==> config.mk <==
export PLATFORM = sky130hd
export DESIGN_NAME = mtg_front
export DESIGN_NICKNAME = d
export VERILOG_FILES = /design/src/rtl/mtg_pkg.sv /design/src/rtl/mtg_front.sv
export SDC_FILE = /design/constraint.sdc
export NUM_CORES = 1
export LEC_CHECK = 0
export BUFFER_PORTS_ARGS = -buffer_cell sky130_fd_sc_hd__buf_2
export CAP_MARGIN = 20
export CORE_MARGIN = 10
export CORE_UTILIZATION = 51
export DETAILED_ROUTE_END_ITERATION = 8
export GPL_ROUTABILITY_DRIVEN = 1
export PLACE_DENSITY = 0.75
export SLEW_MARGIN = 20
export SYNTH_ARGS = -nofsm -noshare
export SYNTH_HDL_FRONTEND = slang
export SYNTH_SLANG_ARGS = --single-unit
==> constraint.sdc <==
create_clock -name i_clk -period 2.25 [get_ports i_clk]
set_input_delay 0.225 -clock i_clk [delete_from_list [all_inputs] [get_ports i_clk]]
set_output_delay 0.225 -clock i_clk [all_outputs]
set_load 0.05 [all_outputs]
==> src/rtl/mtg_pkg.sv <==
// ----------------------------------------------------------------------------
// mtg_pkg: shared types, constants and functions
// Request codes, queue entry type and the MT19937 word arithmetic used by
// the front and back of the generator.
// ----------------------------------------------------------------------------
package mtg_pkg;

    localparam int STATE_DEPTH  = 624;
    localparam int TWIST_OFFSET = 397;
    localparam int ADDR_W       = $clog2(STATE_DEPTH + 2);
    localparam int QUEUE_DEPTH  = 4;
    localparam int QPTR_W       = $clog2(QUEUE_DEPTH);
    localparam int QCNT_W       = $clog2(QUEUE_DEPTH + 1);

    typedef logic [ADDR_W-1:0] t_addr;

    localparam t_addr ADDR_DEPTH = t_addr'(STATE_DEPTH);
    localparam t_addr ADDR_LAST  = t_addr'(STATE_DEPTH - 1);
    localparam t_addr ADDR_NEVER = t_addr'(STATE_DEPTH + 1);
    localparam t_addr ADDR_OFS   = t_addr'(TWIST_OFFSET);
    localparam t_addr ADDR_WRAP  = t_addr'(STATE_DEPTH - TWIST_OFFSET);

    localparam logic [31:0] DEFAULT_SEED = 32'd4357;
    localparam logic [31:0] LCG_MULT     = 32'd69069;
    localparam logic [31:0] TWIST_XOR    = 32'h9908b0df;
    localparam logic [31:0] TEMPER_B     = 32'h9d2c5680;
    localparam logic [31:0] TEMPER_C     = 32'hefc60000;

    // request codes on the input channel
    localparam logic [1:0] REQ_DRAW = 2'd0;
    localparam logic [1:0] REQ_SEED = 2'd1;
    localparam logic [1:0] REQ_LOAD = 2'd2;

    typedef enum logic [1:0] {
        OP_DRAW = 2'd0,
        OP_SEED = 2'd1,
        OP_LOAD = 2'd2
    } t_op;

    typedef struct packed {
        t_op         op;
        t_addr       idx;
        logic [31:0] value;
    } t_cmd;

    function automatic logic [31:0] lcg_next(logic [31:0] s);
        return s * LCG_MULT + 32'd1;
    endfunction

    function automatic logic [31:0] twist_word(logic [31:0] cur, logic [31:0] nxt,
                                               logic [31:0] far);
        logic [31:0] y;
        logic [31:0] r;
        y = {cur[31], nxt[30:0]};
        r = far ^ (y >> 1);
        if (y[0]) begin
            r = r ^ TWIST_XOR;
        end
        return r;
    endfunction

    function automatic logic [31:0] temper(logic [31:0] x);
        logic [31:0] y;
        y = x;
        y = y ^ (y >> 11);
        y = y ^ ((y << 7) & TEMPER_B);
        y = y ^ ((y << 15) & TEMPER_C);
        y = y ^ (y >> 18);
        return y;
    endfunction

endpackage

==> src/rtl/mtg_front.sv <==
// ----------------------------------------------------------------------------
// mtg_front: request intake and command queue
// Accepts request transactions, drops unused codes and out-of-range loads,
// and queues the rest for the back end.
// ----------------------------------------------------------------------------
module mtg_front (
    input  logic                 i_clk,
    input  logic                 i_rst_n,
    input  logic                 i_in_valid,
    output logic                 o_in_stall,
    input  logic [1:0]           i_req_type,
    input  logic [9:0]           i_word_index,
    input  logic [31:0]          i_word_value,
    output logic                 o_cmd_valid,
    output mtg_pkg::t_cmd        o_cmd,
    input  logic                 i_cmd_pop
);

    mtg_pkg::t_cmd                  r_q [mtg_pkg::QUEUE_DEPTH];
    logic [mtg_pkg::QPTR_W-1:0]     r_wp, n_wp;
    logic [mtg_pkg::QPTR_W-1:0]     r_rp, n_rp;
    logic [mtg_pkg::QCNT_W-1:0]     r_count, n_count;

    logic                           accept;
    logic                           keep;
    logic                           push;
    mtg_pkg::t_cmd                  cmd_in;

    assign o_in_stall  = (r_count == mtg_pkg::QCNT_W'(mtg_pkg::QUEUE_DEPTH));
    assign accept      = i_in_valid && !o_in_stall;
    assign push        = accept && keep;
    assign o_cmd_valid = (r_count != '0);
    assign o_cmd       = r_q[r_rp];

    always_comb begin
        cmd_in.idx   = mtg_pkg::t_addr'(i_word_index);
        cmd_in.value = i_word_value;
        cmd_in.op    = mtg_pkg::OP_DRAW;
        keep         = 1'b0;
        unique case (i_req_type)
            mtg_pkg::REQ_DRAW: begin
                cmd_in.op = mtg_pkg::OP_DRAW;
                keep      = 1'b1;
            end
            mtg_pkg::REQ_SEED: begin
                cmd_in.op = mtg_pkg::OP_SEED;
                keep      = 1'b1;
            end
            mtg_pkg::REQ_LOAD: begin
                cmd_in.op = mtg_pkg::OP_LOAD;
                keep      = (i_word_index < mtg_pkg::ADDR_DEPTH);
            end
            default: begin
                keep = 1'b0;
            end
        endcase
    end

    always_comb begin
        n_wp    = push ? r_wp + 1'b1 : r_wp;
        n_rp    = i_cmd_pop ? r_rp + 1'b1 : r_rp;
        n_count = r_count + mtg_pkg::QCNT_W'(push) - mtg_pkg::QCNT_W'(i_cmd_pop);
    end

    always_ff @(posedge i_clk) begin
        if (!i_rst_n) begin
            r_wp    <= '0;
            r_rp    <= '0;
            r_count <= '0;
        end else begin
            r_wp    <= n_wp;
            r_rp    <= n_rp;
            r_count <= n_count;
        end
    end

    always_ff @(posedge i_clk) begin
        if (push) begin
            r_q[r_wp] <= cmd_in;
        end
    end

    a_pop_nonempty: assert property (@(posedge i_clk) disable iff (!i_rst_n)
        i_cmd_pop |-> (r_count != '0))
        else $error("queue popped while empty");

    a_count_bound: assert property (@(posedge i_clk) disable iff (!i_rst_n)
        r_count <= mtg_pkg::QCNT_W'(mtg_pkg::QUEUE_DEPTH))
        else $error("queue count overflow");

endmodule

=== Yosys cells after proc, flatten, opt, wreduce, memory -nomap -nowiden ===
Memories as Yosys holds them, arrays and structs flattened. A register that Yosys moved wholly into a read port is not among the register bits.
Cells that the tools add are included.

* Word-level logic and storage cells: 24
* Memories kept: 1
* Memory bits (writable): 176
* Bits in registers: 7

{| class="wikitable"
|+ Memory list
! name !! depth !! width !! rd ports !! clocked after Yosys merged registers in !! wr ports !! RTL line !! source
|-
| r_q || 4 || 44 || 1 || 1 || 1 || mtg_front.sv:19 || <nowiki>mtg_pkg::t_cmd r_q [mtg_pkg::QUEUE_DEPTH];</nowiki>
|}

* Reductions and logical operators: 6
* Add/sub/neg operators: 4
* Multiplexer cells: 6
* Eq/ne operators: 3
* $lt $le $gt $ge: 1

{| class="wikitable"
|+ Operators by type and width
! operator !! number
|-
| 10-bit < comparator, second input constant || 1
|-
| 2-bit by 1-bit adder with 2-bit output, second input constant || 2
|-
| 2-bit two-way mux || 2
|-
| 2-bit case mux with 2 select lines || 1
|-
| 3-bit by 1-bit adder with 3-bit output || 1
|-
| 3-bit == test, second input constant || 1
|-
| 3-bit nonzero test || 1
|-
| 3-bit by 1-bit subtractor with 3-bit output || 1
|-
| 2-bit by 1-bit == test with 1-bit output, second input constant || 1
|-
| 2-bit == test, second input constant || 1
|-
| 1-bit logical AND || 2
|-
| 2-bit zero test || 1
|-
| 1-bit two-way mux || 2
|-
| 1-bit case mux with 2 select lines || 1
|-
| 2-bit OR reduction || 1
|-
| 1-bit zero test || 1
|}

=== Logic depth before layout (Yosys ltp) ===
* Depth in word-level cells: 6
* Depth in mapped cells: 11

=== Least setup slack after synthesis ===
OpenSTA, ideal clock, no wires.

* Path kind: reg-to-reg
* Start point: register r_count[2] (netlist bit)
* End point: register r_count[2] (netlist bit)
* Arrival: 2.404 ns
* Stages on the path, launching flop included: 11
* Setup slack: -0.269 ns
* Path through: dfxtp_1 -> nor3b_2 -> nor3b_4 -> inv_1 -> ha_1 -> inv_1 -> ha_1 -> fa_1 -> xnor2_1 -> xnor2_1 -> and2_1

* Longest elaborated chain between the ends: 6

{| class="wikitable"
|+ RTL lines
! element !! RTL line !! source
|-
| from (decl) || mtg_front.sv:22 || <nowiki>logic [mtg_pkg::QCNT_W-1:0] r_count, n_count;</nowiki>
|-
| from (signal assigned) || mtg_front.sv:73 || <nowiki>r_count <= n_count;</nowiki>
|-
| 3-bit == test || mtg_front.sv:29 || <nowiki>assign o_in_stall = (r_count == mtg_pkg::QCNT_W'(mtg_pkg::QUEUE_DEPTH));</nowiki>
|-
| via o_in_stall || mtg_front.sv:10 || <nowiki>output logic o_in_stall,</nowiki>
|-
| 1-bit zero test || mtg_front.sv:30 || <nowiki>assign accept = i_in_valid && !o_in_stall;</nowiki>
|-
| 1-bit logical AND || mtg_front.sv:30 ||
|-
| 1-bit logical AND || mtg_front.sv:31 || <nowiki>assign push = accept && keep;</nowiki>
|-
| 3-bit by 1-bit adder with 3-bit output || mtg_front.sv:62 || <nowiki>n_count = r_count + mtg_pkg::QCNT_W'(push) - mtg_pkg::QCNT_W'(i_cmd_pop);</nowiki>
|-
| 3-bit by 1-bit subtractor with 3-bit output || mtg_front.sv:62 ||
|}

The timed path passes the listed nets, and every way through them passes these cells.
A chain may end at the register's enable or synchronous reset.

=== Worst setup path in the final report ===
* Start point: register r_count[2] (netlist bit)
* End point: register r_count[2] (netlist bit)

* Longest elaborated chain between the ends: 6

{| class="wikitable"
|+ RTL lines
! element !! RTL line
|-
| 3-bit == test || mtg_front.sv:29
|-
| 1-bit zero test || mtg_front.sv:30
|-
| 1-bit logical AND || mtg_front.sv:30
|-
| 1-bit logical AND || mtg_front.sv:31
|-
| 3-bit by 1-bit adder with 3-bit output * || mtg_front.sv:62
|-
| 3-bit by 1-bit subtractor with 3-bit output * || mtg_front.sv:62
|}

Mark *: on every way between the ends. The rest lies on a longest branch, timed or not.

==> out/results.tsv <==
stage	metric	value	unit
floorplan	Horiz. Die Dim	136.3	um
cells_and_area	most frequent cells in the layout	edfxtp_1, buf_2, mux4_2	
logic_synthesis	syn nets	338	
floorplan	row count	42	
sta	Max Clk Rate	466.8	MHz
clocking	Num CTS Buffers	17	
global_routing	largest net degree at the start of global routing	28	
logic_synthesis	Cells after Synth	283	
clocking	CTS clock-pin slew for the worst setup and hold paths	60	ps
floorplan	core area	13240	sq um
routing	DRT antenna net count	0	
floorplan	IO Pins	94	
placement	port bufs	93	
logic_synthesis	Distinct cells, synth	24	
logic_synthesis	sequential area share after synthesis	79.20	%
cells_and_area	Final Util	62.85	%
routing	post-DR wirelength/cell	20.74	um
clocking	Clock Tree Buf Depth	2	
cells_and_area	ANT cells	0	
outcome	run status	finished, final reports clean	
floorplan	Initial Util	52.11	%
placement	Final HPWL DP	7951	um
clocking	CTS tree	done	
power_and_ir_drop	Pleak	2.850	nW
power_and_ir_drop	pwr dens	1034	nW/um^2
clocking	Worst-Skew Late Latency	420	ps
global_routing	vias in the first global route	3570	
setup_path	Data arrival, critical path	2460	ps
global_routing	first-pass GRT wire length	19150	um
clocking	Root Buffer Master	clkbuf_16	
cells_and_area	commonest non-fill, non-tap cell in the layout	edfxtp_1	
cells_and_area	storage element area	5472	sq um
setup_path	critical path's top delay family	adder cells	
routing	final WL	12260	um
sta	part of the cycle the worst path needs	95.21	%
cells_and_area	NumNets Final	457	
routing	vias	3159	
setup_path	CP max-delay cell	fa_2	
clocking	clock sink total	185	
routing	DRC Markers	0	
sta	Final Hold Vio Count	0	
setup_path	worst-path cell chain	nor3b_4, nor3b_4, inv_1, ha_1, inv_1, ha_1, fa_2, xnor2_2, xnor2_1, and2_1	
global_routing	GR Overflow Total	0	
floorplan	die extent in y	136.3	um
logic_synthesis	async set-reset flop share out of synthesis	0	%
sta	Worst Max-Slew Pin Slew	346.1	ps
sta	Setup Viol. Count Final	0	
setup_path	Critical path buffers and inverters	2	
logic_synthesis	Synth Area per Inst	24.38	sq um
sta	slew margin rel.	76.93	%
sta	final clock skew	7.448	ps
cells_and_area	fill cell count	930	
floorplan	full die area	18580	sq um
cells_and_area	area delta synth->final	20.62	%
logic_synthesis	prevailing post-synth register cell	edfxtp_1	
setup_path	crit path kind	reg -> reg	
cells_and_area	share of layout cells above drive strength 1	46.51	%
run	maxcap violations	0	
routing	via/cell ratio	5.345	
global_routing	initial antenna violation count	0	
routing	First-pass DRT Iterations	4	
cells_and_area	multi-input logic area	1314	sq um
setup_path	crit-path max cell delay	360	ps
logic_synthesis	number of flops mapped to enable cells by yosys	176	
power_and_ir_drop	VDD IR max	531.7	uV
sta	Final Max Slew Viols	0	
sta	Period minus WS final	2142	ps
hold_path	HP Class	in -> reg	
logic_synthesis	flops & latches, synth	185	
placement	placed insts	557	
placement	GP Congestion	0.7167	
routing	Iteration-0 DRC Markers	198	
setup_path	crit-path max FO	3	
setup_path	Startpoint Class	flip-flop	
sta	setup TNS	0	ps
setup_path	Setup crit end kind	flip-flop	
clocking	hold buffer count at cts	0	
setup_path	Worst Path Required	2570	ps
global_routing	total track usage	13.84	%
cells_and_area	Non-Filler Instances	591	
logic_synthesis	Mapped Area	6900	sq um
clocking	htree depth	4	
logic_synthesis	Synth Warn #	0	
-- worst reg2reg max path: cells and delay by family, from the launching register on --
| kind | cells | cell delay (ps) |
|---|---|---|
| buffers and inverters | 2 | 90 |
| xor gates and xnor gates | 2 | 270 |
| and+or+nand+nor | 3 | 520 |
| adders and majority gates | 3 | 810 |
| DFF | 1 | 340 |
-- registers in the layout, indices dropped and copies added, names as in the netlist, named ones only --
| signal | flops |
|---|---|
| r_rp | 2 |
| r_q | 176 |
| r_wp | 2 |
| r_count | 3 |
-- worst paths after layout --
check | slack, ps | end | cells past startpoint | startpoint
worst max-delay path | 110 | r_count[2]$_SDFF_PN0_ | 10 | r_count[2]$_SDFF_PN0_
worst min-delay path | 10 | r_q[0][16]$_DFFE_PP_ | 1 | i_word_value[16]
worst max register to register | 110 | r_count[2]$_SDFF_PN0_ | 10 | r_count[2]$_SDFF_PN0_
worst min register to register | 510 | r_wp[0]$_SDFFE_PN0P_ | 2 | r_wp[0]$_SDFFE_PN0P_
-- timing repair --
| action | CTS | global route |
|---|---|---|
| gates resized for setup | 0 | 3 |
| endpoints found under the setup margin | 1 | 1 |
| setup buffers | 2 | 0 |
| pin swaps | 0 | 1 |
-- through the flow --
step	power (W)	setup WS, ps	cell area [sq um]	hold WS, ps
2_1_floorplan	0.005255	-59.17	6912	323.9
3_3_place_gp	0.005618	15.04	7690	434.8
3_5_place_dp	0.005655	-50.53	7690	445.0
4_1_cts	0.008685	94.15	8312	0.1393
5_1_grt	0.008909	-17.68	8323	3.358
6_report	0.008609	107.7	8323	14.11
-- power by group --
group	internal (W)	switching [W]	leakage, nW	total (W)
logic	0.000493	0.00100	0.881	0.00150
clock network	0.00184	0.00119	0.291	0.00303
registers	0.00401	0.0000716	1.68	0.00408
-- Yosys cell counts (2+ instances only) --
cell,instances,area [sq um]
mux2i_1,2,20.02
dfxtp_1,9,180.2
edfxtp_1,176,5285
nor2b_1,2,12.51
nand2_1,5,18.77
buf_2,4,20.02
xnor2_1,3,26.28
inv_1,6,22.52
mux4_2,44,991.0
ha_1,6,75.07
buf_12,4,80.08
and2_1,10,62.56
-- cell families (layout without fill, tap and decap cells) --
| family | Yosys count | count (layout) | share of synthesized area, % |
|---|---|---|---|
| simple gates | 22 | 22 | 2.049 |
| flops | 185 | 185 | 79.20 |
| compound gates | 2 | 2 | 0.1449 |
| fa+ha+maj | 7 | 7 | 1.378 |
| mux | 46 | 46 | 14.65 |
| xor+xnor | 4 | 4 | 0.5078 |
| buf+inv | 17 | 149 | 2.067 |
-- routing by layer --
layer / part of all wire [%] / up-vias / routed length (um) / global-route usage [%]
met5: 0 / - / 0 / 0
met2: 49 / 85 / 6043 / 22.14
met1: 43 / 1644 / 5254 / 16.89
met4: 1.4 / 0 / 172 / 5.266
li1: - / 1417 / - / -
met3: 6.4 / 13 / 786 / 5.055
-- area by class of cell --
class	count	share of cell area, %
inverters	6	0.2706
well taps	176	2.646
flip-flops and latches	185	65.74
multi-input cells	81	15.78
clock buffers	18	5.156
clock inverters	14	2.135
repair buffers	111	8.268
(Power assumes the default switching activity.)
